==> src/design/rpn_pkg.sv <==
// Package for the RPN stack calculator: widths, action and status codes,
// and the request type passed to the shared arithmetic unit.
// No dependencies.
package rpn_pkg;

	// Stack geometry
	localparam int STACK_DEPTH = 4;
	localparam int HT_W        = $clog2(STACK_DEPTH + 1);
	localparam int PTR_W       = $clog2(STACK_DEPTH);

	// Field widths
	localparam int WORD_W   = 64;
	localparam int CNT_W    = $clog2(WORD_W);
	localparam int ACTION_W = 3;
	localparam int STATUS_W = 3;
	localparam int DEPTH_W  = 3;

	// Action codes
	localparam logic [ACTION_W-1:0] ACT_PUSH = 3'd0;
	localparam logic [ACTION_W-1:0] ACT_ADD  = 3'd1;
	localparam logic [ACTION_W-1:0] ACT_SUB  = 3'd2;
	localparam logic [ACTION_W-1:0] ACT_MUL  = 3'd3;
	localparam logic [ACTION_W-1:0] ACT_QUO  = 3'd4;
	localparam logic [ACTION_W-1:0] ACT_REM  = 3'd5;
	localparam logic [ACTION_W-1:0] ACT_END  = 3'd6;

	// Status codes
	localparam logic [STATUS_W-1:0] ST_OK        = 3'd0;
	localparam logic [STATUS_W-1:0] ST_RESULT    = 3'd1;
	localparam logic [STATUS_W-1:0] ST_OVERFLOW  = 3'd2;
	localparam logic [STATUS_W-1:0] ST_UNDERFLOW = 3'd3;
	localparam logic [STATUS_W-1:0] ST_DIVZERO   = 3'd4;
	localparam logic [STATUS_W-1:0] ST_MISPLACED = 3'd5;
	localparam logic [STATUS_W-1:0] ST_HALTED    = 3'd6;

	// Operations of the shared arithmetic unit
	typedef enum logic [2:0] {
		ALU_ADD,
		ALU_SUB,
		ALU_MUL,
		ALU_QUO,
		ALU_REM
	} alu_op_t;

	typedef struct packed {
		logic    start;
		alu_op_t op;
	} alu_req_t;

endpackage

==> src/design/rpn_alu.sv <==
// Shared arithmetic unit of the RPN calculator: add/subtract in one step,
// shift-add multiply and restoring divide, one bit per cycle.
// Depends on rpn_pkg.
module rpn_alu (
	input  logic                             clk,
	input  logic                             arst_n,
	input  rpn_pkg::alu_req_t                req,
	input  logic signed [rpn_pkg::WORD_W-1:0] a,
	input  logic signed [rpn_pkg::WORD_W-1:0] b,
	output logic                             done,
	output logic signed [rpn_pkg::WORD_W-1:0] res
);

	typedef enum logic [1:0] {
		A_IDLE,
		A_MUL,
		A_DIV,
		A_FIX
	} alu_state_t;

	alu_state_t                   st_q;
	logic [rpn_pkg::CNT_W-1:0]    cnt_q;
	logic [rpn_pkg::WORD_W-1:0]   x_q;    // multiplicand, or dividend/quotient
	logic [rpn_pkg::WORD_W-1:0]   y_q;    // multiplier, or divisor magnitude
	logic [rpn_pkg::WORD_W-1:0]   acc_q;  // product, or partial remainder
	logic                         neg_q;
	logic                         rem_sel_q;
	logic                         done_q;
	logic [rpn_pkg::WORD_W-1:0]   res_q;

	logic [rpn_pkg::WORD_W-1:0]   mag_a;
	logic [rpn_pkg::WORD_W-1:0]   mag_b;
	logic [rpn_pkg::WORD_W-1:0]   div_shift;
	logic                         div_fits;
	logic [rpn_pkg::WORD_W-1:0]   fix_val;
	logic                         last_step;

	// Magnitudes of the operands for division
	assign mag_a = a[rpn_pkg::WORD_W-1] ? (~a + 1'b1) : a;
	assign mag_b = b[rpn_pkg::WORD_W-1] ? (~b + 1'b1) : b;

	// One restoring step: partial remainder stays below 2^63
	assign div_shift = {acc_q[rpn_pkg::WORD_W-2:0], x_q[rpn_pkg::WORD_W-1]};
	assign div_fits  = (div_shift >= y_q);

	assign fix_val   = rem_sel_q ? acc_q : x_q;
	assign last_step = (cnt_q == rpn_pkg::CNT_W'(rpn_pkg::WORD_W - 1));

	// Sequencer and datapath
	always_ff @(posedge clk or negedge arst_n) begin
		if (!arst_n) begin
			st_q   <= A_IDLE;
			cnt_q  <= '0;
			done_q <= 1'b0;
		end else begin
			// add and subtract finish at start, the others after the fix step
			done_q <= (st_q == A_FIX) ||
				(st_q == A_IDLE && req.start &&
				(req.op == rpn_pkg::ALU_ADD || req.op == rpn_pkg::ALU_SUB));
			unique case (st_q)
				A_IDLE: begin
					if (req.start) begin
						cnt_q <= '0;
						case (req.op)
							rpn_pkg::ALU_ADD: begin
								res_q <= a + b;
							end
							rpn_pkg::ALU_SUB: begin
								res_q <= a - b;
							end
							rpn_pkg::ALU_MUL: begin
								x_q       <= a;
								y_q       <= b;
								acc_q     <= '0;
								neg_q     <= 1'b0;
								rem_sel_q <= 1'b1;
								st_q      <= A_MUL;
							end
							default: begin
								x_q       <= mag_a;
								y_q       <= mag_b;
								acc_q     <= '0;
								rem_sel_q <= (req.op == rpn_pkg::ALU_REM);
								neg_q     <= (req.op == rpn_pkg::ALU_REM)
									? a[rpn_pkg::WORD_W-1]
									: (a[rpn_pkg::WORD_W-1] ^ b[rpn_pkg::WORD_W-1]);
								st_q      <= A_DIV;
							end
						endcase
					end
				end
				A_MUL: begin
					if (y_q[0]) begin
						acc_q <= acc_q + x_q;
					end
					x_q   <= {x_q[rpn_pkg::WORD_W-2:0], 1'b0};
					y_q   <= {1'b0, y_q[rpn_pkg::WORD_W-1:1]};
					cnt_q <= cnt_q + 1'b1;
					if (last_step) begin
						st_q <= A_FIX;
					end
				end
				A_DIV: begin
					acc_q <= div_fits ? (div_shift - y_q) : div_shift;
					x_q   <= {x_q[rpn_pkg::WORD_W-2:0], div_fits};
					cnt_q <= cnt_q + 1'b1;
					if (last_step) begin
						st_q <= A_FIX;
					end
				end
				A_FIX: begin
					// sign correction of quotient or remainder
					res_q <= neg_q ? (~fix_val + 1'b1) : fix_val;
					st_q  <= A_IDLE;
				end
				default: st_q <= A_IDLE;
			endcase
		end
	end

	assign done = done_q;
	assign res  = res_q;

endmodule

==> src/design/rpn_stack_calculator.sv <==
// Top level of the RPN stack calculator: stack memory, item sequencer and
// result register. Depends on rpn_pkg and rpn_alu.
//
//  channel  handshake            payload
//  -------  -------------------  ----------------------------------------
//  input    in_valid / in_stall  action, operand_value
//  output   out_valid / out_stall status, result_value, stack_depth
//
// Push, end, ignored codes, faults and halted items pass from acceptance
// straight to the emit state; operators pass through the start and wait
// states first. Multiply, quotient and remainder run 64 steps of the
// shared bit-serial unit, then its fix step. in_stall drops as the result
// appears. One transaction is in work at a time.
// in_stall is high while a transaction is in work or its result cannot be
// placed in the output register. Reset empties the stack and clears halt.
module rpn_stack_calculator (
	input  logic                                 clk,
	input  logic                                 arst_n,
	input  logic                                 in_valid,
	output logic                                 in_stall,
	input  logic [rpn_pkg::ACTION_W-1:0]          action,
	input  logic signed [rpn_pkg::WORD_W-1:0]     operand_value,
	output logic                                 out_valid,
	input  logic                                 out_stall,
	output logic [rpn_pkg::STATUS_W-1:0]          status,
	output logic signed [rpn_pkg::WORD_W-1:0]     result_value,
	output logic [rpn_pkg::DEPTH_W-1:0]           stack_depth
);

	typedef enum logic [1:0] {
		S_IDLE,
		S_START,
		S_WAIT,
		S_EMIT
	} state_t;

	state_t                             state_q;
	logic [rpn_pkg::HT_W-1:0]           height_q;
	logic                               halted_q;
	logic [rpn_pkg::WORD_W-1:0]         top_q;
	rpn_pkg::alu_op_t                   op_q;
	logic [rpn_pkg::STATUS_W-1:0]       pend_status_q;
	logic [rpn_pkg::WORD_W-1:0]         pend_value_q;

	logic                               out_valid_q;
	logic [rpn_pkg::STATUS_W-1:0]       out_status_q;
	logic [rpn_pkg::WORD_W-1:0]         out_value_q;
	logic [rpn_pkg::DEPTH_W-1:0]        out_depth_q;

	// Stack memory: entries below height_q are valid
	logic [rpn_pkg::WORD_W-1:0]         stack_mem [rpn_pkg::STACK_DEPTH];
	logic [rpn_pkg::WORD_W-1:0]         rd_data_q;
	logic [rpn_pkg::PTR_W-1:0]          rd_addr;
	logic [rpn_pkg::PTR_W-1:0]          wr_addr;
	logic [rpn_pkg::WORD_W-1:0]         wr_data;
	logic                               wr_en;
	logic [rpn_pkg::HT_W-1:0]           height_m2;

	logic                               accept;
	logic                               full;
	logic                               few;
	logic                               out_free;
	rpn_pkg::alu_req_t                  alu_req;
	logic                               alu_done;
	logic [rpn_pkg::WORD_W-1:0]         alu_res;

	assign accept    = in_valid && !in_stall;
	assign in_stall  = (state_q != S_IDLE);
	assign out_free  = !out_valid_q || !out_stall;
	assign full      = (height_q >= rpn_pkg::HT_W'(rpn_pkg::STACK_DEPTH));
	assign few       = (height_q < rpn_pkg::HT_W'(2));
	assign height_m2 = height_q - rpn_pkg::HT_W'(2);
	assign rd_addr   = height_m2[rpn_pkg::PTR_W-1:0];

	// Memory writes: push at acceptance, operator result at completion
	always_comb begin
		wr_en   = 1'b0;
		wr_addr = height_q[rpn_pkg::PTR_W-1:0];
		wr_data = operand_value;
		if (state_q == S_IDLE) begin
			wr_en = accept && !halted_q && (action == rpn_pkg::ACT_PUSH) && !full;
		end else if (state_q == S_WAIT) begin
			wr_en   = alu_done;
			wr_addr = rd_addr;
			wr_data = alu_res;
		end
	end

	always_ff @(posedge clk) begin
		if (wr_en) begin
			stack_mem[wr_addr] <= wr_data;
		end
		rd_data_q <= stack_mem[rd_addr];
	end

	// Shared unit starts once the left operand has been read
	assign alu_req.start = (state_q == S_START);
	assign alu_req.op    = op_q;

	rpn_alu u_alu (
		.clk    (clk),
		.arst_n (arst_n),
		.req    (alu_req),
		.a      (rd_data_q),
		.b      (top_q),
		.done   (alu_done),
		.res    (alu_res)
	);

	// Item sequencer, stack state and result register
	always_ff @(posedge clk or negedge arst_n) begin
		if (!arst_n) begin
			state_q     <= S_IDLE;
			height_q    <= '0;
			halted_q    <= 1'b0;
			top_q       <= '0;
			out_valid_q <= 1'b0;
			op_q        <= rpn_pkg::ALU_ADD;
		end else begin
			// result register loads from the emit state, holds while stalled
			out_valid_q <= (state_q == S_EMIT && out_free) || (out_valid_q && out_stall);
			unique case (state_q)
				S_IDLE: begin
					if (accept) begin
						if (halted_q) begin
							pend_status_q <= rpn_pkg::ST_HALTED;
							pend_value_q  <= top_q;
							state_q       <= S_EMIT;
						end else begin
							unique case (action) inside
								rpn_pkg::ACT_PUSH: begin
									state_q <= S_EMIT;
									if (full) begin
										pend_status_q <= rpn_pkg::ST_OVERFLOW;
										pend_value_q  <= top_q;
										halted_q      <= 1'b1;
									end else begin
										pend_status_q <= rpn_pkg::ST_OK;
										pend_value_q  <= operand_value;
										top_q         <= operand_value;
										height_q      <= height_q + 1'b1;
									end
								end
								rpn_pkg::ACT_END: begin
									state_q      <= S_EMIT;
									pend_value_q <= top_q;
									if (height_q != rpn_pkg::HT_W'(1)) begin
										pend_status_q <= rpn_pkg::ST_MISPLACED;
										halted_q      <= 1'b1;
									end else begin
										pend_status_q <= rpn_pkg::ST_RESULT;
										top_q         <= '0;
										height_q      <= '0;
									end
								end
								rpn_pkg::ACT_ADD, rpn_pkg::ACT_SUB, rpn_pkg::ACT_MUL,
								rpn_pkg::ACT_QUO, rpn_pkg::ACT_REM: begin
									if (few) begin
										pend_status_q <= rpn_pkg::ST_UNDERFLOW;
										pend_value_q  <= top_q;
										halted_q      <= 1'b1;
										state_q       <= S_EMIT;
									end else if ((action == rpn_pkg::ACT_QUO ||
										action == rpn_pkg::ACT_REM) && top_q == '0) begin
										pend_status_q <= rpn_pkg::ST_DIVZERO;
										pend_value_q  <= top_q;
										halted_q      <= 1'b1;
										state_q       <= S_EMIT;
									end else begin
										pend_status_q <= rpn_pkg::ST_OK;
										state_q       <= S_START;
										case (action)
											rpn_pkg::ACT_ADD: op_q <= rpn_pkg::ALU_ADD;
											rpn_pkg::ACT_SUB: op_q <= rpn_pkg::ALU_SUB;
											rpn_pkg::ACT_MUL: op_q <= rpn_pkg::ALU_MUL;
											rpn_pkg::ACT_QUO: op_q <= rpn_pkg::ALU_QUO;
											default:          op_q <= rpn_pkg::ALU_REM;
										endcase
									end
								end
								default: begin
									// unused code: reported as ok, stack untouched
									pend_status_q <= rpn_pkg::ST_OK;
									pend_value_q  <= top_q;
									state_q       <= S_EMIT;
								end
							endcase
						end
					end
				end
				S_START: begin
					state_q <= S_WAIT;
				end
				S_WAIT: begin
					if (alu_done) begin
						pend_value_q <= alu_res;
						top_q        <= alu_res;
						height_q     <= height_q - 1'b1;
						state_q      <= S_EMIT;
					end
				end
				S_EMIT: begin
					if (out_free) begin
						out_status_q <= pend_status_q;
						out_value_q  <= pend_value_q;
						out_depth_q  <= rpn_pkg::DEPTH_W'(height_q);
						state_q      <= S_IDLE;
					end
				end
				default: state_q <= S_IDLE;
			endcase
		end
	end

	assign out_valid    = out_valid_q;
	assign status       = out_status_q;
	assign result_value = out_value_q;
	assign stack_depth  = out_depth_q;

	// Checks
	a_busy_after_accept: assert property (@(posedge clk) disable iff (!arst_n)
		accept |=> in_stall)
		else $error("input taken while previous transaction in work");

	a_height_bound: assert property (@(posedge clk) disable iff (!arst_n)
		height_q <= rpn_pkg::HT_W'(rpn_pkg::STACK_DEPTH))
		else $error("stack height beyond depth");

	a_halt_sticky: assert property (@(posedge clk) disable iff (!arst_n)
		halted_q |=> halted_q)
		else $error("halt cleared without reset");

	a_alu_done_in_wait: assert property (@(posedge clk) disable iff (!arst_n)
		alu_done |-> (state_q == S_WAIT))
		else $error("arithmetic unit finished outside wait state");

endmodule
==> config.mk <==
export PLATFORM = sky130hd
export DESIGN_NAME = rpn_stack_calculator
export DESIGN_NICKNAME = d
export VERILOG_FILES = /design/src/design/rpn_pkg.sv /design/src/design/rpn_alu.sv /design/src/design/rpn_stack_calculator.sv
export SDC_FILE = /design/constraint.sdc
export NUM_CORES = 2
export LEC_CHECK = 0
export BUFFER_PORTS_ARGS = -buffer_cell sky130_fd_sc_hd__buf_4
export CORE_ASPECT_RATIO = 1.2
export CORE_MARGIN = 10
export CORE_UTILIZATION = 33
export DETAILED_ROUTE_END_ITERATION = 16
export PLACE_DENSITY = 0.56
export REMOVE_ABC_BUFFERS = 1
export SKIP_LAST_GASP = 1
export SLEW_MARGIN = 0
export SYNTH_ARGS = -nofsm -noshare
export SYNTH_HDL_FRONTEND = slang
export SYNTH_SLANG_ARGS = --single-unit
==> constraint.sdc <==
create_clock -name clk -period 9.1 [get_ports clk]
set_clock_uncertainty 0.1 [all_clocks]
set_input_delay 2.73 -clock clk [delete_from_list [all_inputs] [get_ports clk]]
set_output_delay 2.73 -clock clk [all_outputs]
set_load 0.01 [all_outputs]
# After elaboration in Yosys (flattened, before gate mapping)
# Memory sizes are Yosys's and may differ from the RTL's. A register that Yosys moved wholly into a read port is not among the register bits.
# Index checks and enable logic that the tools add are counted.
# Widths: inputs -> output; s select.
[word_totals]
regBits = 478
ram_bits = 256
inputBits = 71
output_inout_bits = 72
elab_cells = 196
memories = 1
[mem_list]
columns = ["memory", "depth", "width", "read_ports", "rd_ports_with_merged_regs", "wr", "line_no", "text"]
rows = [
  ["stack_mem", 4, 64, 1, 1, 1, "rpn_stack_calculator.sv:51", "logic [rpn_pkg::WORD_W-1:0] stack_mem [rpn_pkg::STACK_DEPTH];"],
]
[op_classes]
addsub = 11
magnitude_cmp = 3
n_eq_ne = 30
mux = 75
bitwise = 8
reduce_logical = 48
[op_table]
columns = ["op", "count"]
rows = [
  ["$mux 64", 22],
  ["$pmux 64 s2", 9],
  ["$pmux 64 s3", 2],
  ["$add 64x1->64 const B", 3],
  ["$not 64->64", 3],
  ["$add 64x64->64", 2],
  ["$sub 64x64->64", 2],
  ["$ge 64x64->1", 1],
  ["$logic_not 64->1", 1],
  ["$mux 2", 12],
  ["$mux 3", 8],
  ["$reduce_and 4->1", 4],
  ["$eq 3x3->1 const B", 4],
  ["$pmux 3 s2", 2],
  ["$pmux 3 s4", 1],
  ["$pmux 6 s2", 1],
  ["$reduce_and 3->1", 4],
  ["$reduce_and 6->1", 2],
  ["$mux 1", 10],
  ["$reduce_and 5->1", 2],
  ["$reduce_bool 2->1", 5],
  ["$eq 3x2->1 const B", 3],
  ["$logic_and 1x1->1", 9],
  ["$ne 3x3->1 const B", 3],
  ["other kinds (32)", 60],
]

# Longest topological paths before layout
[depth]
ltp_word = 9
ltp_mapped = 26
mapped_depth_nobuf = 24

# Cells and area by module
# From an unflattened synthesis, not the netlist that was laid out.
[hier_totals]
cells_unflattened = 4774
hier_area_um2 = 49148.4
[by_module_without_submodules]
columns = ["module", "instances", "cells_each", "area_per_inst_um2"]
rows = [
  ["rpn_alu", 1, 3589, 28552.4],
  ["rpn_stack_calculator", 1, 1185, 20596.0],
]

# Worst setup path after synthesis
# No wires, ideal clock.
[synth_timing]
kind = "input -> register"
start = "in arst_n"
end = "reg u_alu.res_q (netlist bit u_alu.res[0]) (enable)"
setup_time_ps = 585
arrival_ps = 7401
required_time_ps = 8415
setup_slack_ps = 1015
path_stages = 1
path_buffers = 0
cell_sequence = "a21boi_0"
[synth_between]
elab_chain_cells = 1
[synth_lines]
columns = ["element", "line_no", "text"]
rows = [
  ["from (decl)", "rpn_stack_calculator.sv:18", "input logic arst_n,"],
  ["$reduce_and 4->1 (no line)", "n/a", ""],
  ["to (signal assigned)", "rpn_alu.sv:66", "res_q <= a + b;"],
  ["to (signal assigned)", "rpn_alu.sv:69", "res_q <= a - b;"],
  ["to (signal assigned)", "rpn_alu.sv:113", "res_q <= neg_q ? (~fix_val + 1'b1) : fix_val;"],
  ["to (decl)", "rpn_alu.sv:29", "logic [rpn_pkg::WORD_W-1:0] res_q;"],
]
# Every way passes these cells.
# A chain may end at the register's enable or synchronous reset.

# Final worst setup path
[layout_timing]
start = "reg top_q[2] (netlist name)"
end = "reg u_alu.res_q (netlist bit u_alu.res[54]) (data pin)"
[layout_between]
elab_chain_cells = 4
[layout_lines]
columns = ["element", "line_no", "text"]
rows = [
  ["from (decl)", "rpn_stack_calculator.sv:40", "logic [rpn_pkg::WORD_W-1:0] top_q;"],
  ["from (signal assigned)", "rpn_stack_calculator.sv:140", "top_q <= operand_value;"],
  ["from (signal assigned)", "rpn_stack_calculator.sv:197", "top_q <= alu_res;"],
  ["$sub 64x64->64 or $add 64x64->64 (tied branches)", "rpn_alu.sv:69, rpn_alu.sv:66", ""],
  ["$pmux 64 s2 *", "rpn_alu.sv:64", "case (req.op)"],
  ["$mux 64 *", "rpn_alu.sv:62", "if (req.start) begin"],
  ["$pmux 64 s2 *", "rpn_alu.sv:60", "unique case (st_q)"],
]
# Mark *: on every way between the ends. The rest lies on a longest branch, timed or not. The select of a mux whose other input is x is not followed.

==> results.md <==
- Hold_ws: 0.301 ns
- CTS tree: done
- Slew at the pin closest to its max-slew limit: 1.17 ns
- IO Pins: about 140
- Hold_buf cts: 0
- Post-route cell area: between 50000 and 60000 um2
- Final setup fails: 0
- Req. time, crit path: 9.44 ns
- Layout cells sized above 1: 0.109
- Synth Area in Simple Gates: 0.132
- Core Footprint: between 100000 and 150000 um2
- Die footprint: ~170000 um2
- Avg Vias per Cell: 5.54
- Min Tclk post-route: 7.12 ns
- Std cell rows: about 160
- Residual DRC: 0
- Top_reg_cell synth: edfxtp_1
- Met1 Resource Use GR: 0.266
- Largest family of logic cells by synthesized area: compound AO/OA/AOI/OAI gates
- TritonCTS buffer count: 83
- Area fraction in compound gates after synthesis: 0.165
- H-tree depth: 3
- Crit path launch type: flop
- Synth Area per Inst: between 10 and 15 um2
- Clock Latency Late Sink: 0.72 ns
- Nets: around 5200
- Clock Sinks: 798
- Placed cell areas: 52600 um2
- Most frequent cells in the layout: 651 x edfxtp_1, 583 x nand2_1, 508 x o21ai_0
- Post-Synthesis Cells: approximately 4900
- Leading cell type in the layout, fill and taps excluded: edfxtp_1
- Tightest Hold Check Type: reg2reg
- Adder-Cell Fraction of Synth Area: 0.0538
- GP Congestion: 0.944
- Final non-filler cell total: 6956
- GR met2 Demand/Resource: 0.298
- DP HPWL: between 100 and 150 mm
- Fmax: around 140 MHz
- Chip height: approximately 440 um
- PortBufs: 142
- Worst Path Arrival: 7.46 ns
- Status: finished clean
- XOR/XNOR Fraction of Synth Area: 0.0736
- DP Cell Count: about 7000
- Final count of pins violating max slew: 0
- Synthesis-stage register bit count: 798
- CP endpoint kind: flop
- Setup bufs post-CTS: 0
- EDFF count, synth: about 650
- Die X: 374 um
- DR vias: 38500
- Total Routing Usage GR: 0.188
- Number of global-route vias before repair: 37300
- Area growth, synth to finish: 12.4%
- Fraction of registers with async set/reset: 0.104
- Synth warn: 0
- Fin crit share: 0.782
- RSZ-0062 raised after global routing: false
- WS Path Type: reg2reg
- Antenna Nets Post-Route: 0
- Reg clk slew, reported paths: 0.07 ns
- Detailed Route WL: roughly 160 mm
- Detailed Routing Iterations Pass 1: 5
- Netlist Area Pre-Place: 49500 um2
- Starting Density: 0.332
- Busiest grt layer: met2
- Iteration-0 DRC Markers: around 3500
- CTS Root Cell: clkbuf_16
- Antenna violations before repair: 8
- First-pass GRT wire length: 243 mm
- Clock Tree Buf Depth: 3
- Multiplexer share of the synthesized area: 0.0801
- Worst Path Max Fanout: 7
- Final Hold Fails: 0
- Max-cap viol count: 0
- Filler Cells Inserted: approximately 15000
- Sequential area share after synthesis: 0.463
- CTS resizes: 0
- Relative slew margins: 0.211
- Routing usage on met3: 0.0206
- GRT overflow: 0
- WL per Instance: approximately 23 um
- Unique masters post-synth: 86
- Largest net degree at the start of global routing: 111
==> Yosys cell counts (all sizes together) (39+ instances only) <==
cell | number | area share
mux4 | 64 | 0.029
dfxtp | 64 | 0.026
nor2 | 330 | 0.025
clkbuf | 236 | 0.018
nor3 | 124 | 0.013
a21boi | 75 | 0.011
nor2b | 41 | 0.0052
inv | 138 | 0.010
a31oi | 39 | 0.0049
o31ai | 39 | 0.0059
edfxtp | 651 | 0.39
ha | 208 | 0.053
buf | 52 | 0.0049
o21ai | 516 | 0.052
dfrtp | 83 | 0.042
xnor2 | 227 | 0.040
a21o | 125 | 0.019
nand3 | 57 | 0.0059
mux2i | 150 | 0.031
nand4 | 56 | 0.0071
nand2 | 585 | 0.044
a21oi | 336 | 0.034
mux2 | 90 | 0.020
xor2 | 189 | 0.033
==> metal layers <==
metal	wire length, um	vias to the layer above	part of all wire
met4	4380	4	0.027
met3	8410	193	0.052
met2	73500	1127	0.45
met5	34	-	0.00021
li1	-	18100	-
met1	75500	19100	0.47
==> through the flow <==
stage / setup WS [ns] / setup TNS, ns / util
global route: 1.60 / 0 / 0.374
global placement: 1.86 / 0 / 0.353
finish: 1.98 / 0 / 0.374
CTS: 2.04 / 0 / 0.374
floorplan: -0.785 / -104.88 / -
detailed placement: 2.06 / 0 / 0.353
==> worst paths after layout <==
check	from	to	slack [ns]	cells after the start
max in group asynchronous	arst_n	top_q[0]	5.82	2
min reg2reg	pend_status_q[0]	status[0]	0.30	0
min in group asynchronous	arst_n	top_q[52]	1.89	1
max reg2reg	top_q[2]	u_alu.res[54]	1.98	19
max	top_q[2]	u_alu.res[54]	1.98	19
min	pend_status_q[0]	status[0]	0.30	0
==> cell families after synthesis <==
logic type,Yosys count
buffers and inverters,426
XOR/XNOR,416
multiplexers,304
AO/OA/AOI/OAI,1365
AND/OR/NAND/NOR,1415
adder cells (fa/ha/maj),211
flip-flops,798
==> registers in the layout, summed over array words and instances (netlist names), 2 cells and up <==
register / count
status: 3
state_q: 2
top_q: 64
u_alu.x_q: 64
u_alu.y_q: 64
u_alu.acc_q: 64
pend_status_q: 3
stack_mem: 256
u_alu.st_q: 2
height_q: 3
op_q: 3
result_value: 64
u_alu.res: 64
u_alu.cnt_q: 6
pend_value_q: 64
stack_depth: 3
rd_data_q: 64
==> critical path, cell delays in order, from the launching register on <==
cell and delay [ns]:
dfrtp_1 0.46, nor3_1 0.55, and3_1 0.39, nand2_1 0.12, nor4_1 0.40, nand2_1 0.21, or4b_2 0.68, nand2_1 0.11
xor2_1 0.23, ha_1 0.35, nand3_1 0.28, nor4b_1 0.10, a311oi_1 0.48, nand3_1 0.24, o21ai_0 0.55, nor4b_1 0.71
o21ai_0 0.34, a31oi_1 0.28, xor2_1 0.16, o21ai_0 0.08
==> cell type report <==
cell class / count / area [um2] / area share
multi-input combinational: 3711 / 25200 / 0.452
sequential: 798 / 22900 / 0.412
tap: 1962 / 2450 / 0.0441
clock buffer: 102 / 2230 / 0.0401
timing repair buffer: 189 / 1510 / 0.0271
clock inverter: 54 / 835 / 0.0150
inverter: 138 / 518 / 0.00931
antenna: 2 / 5.00 / 0.0000900
Power is left out: the tool's default activity adds up to more than one toggle a clock period on the data nets, which glitch-free logic cannot reach.
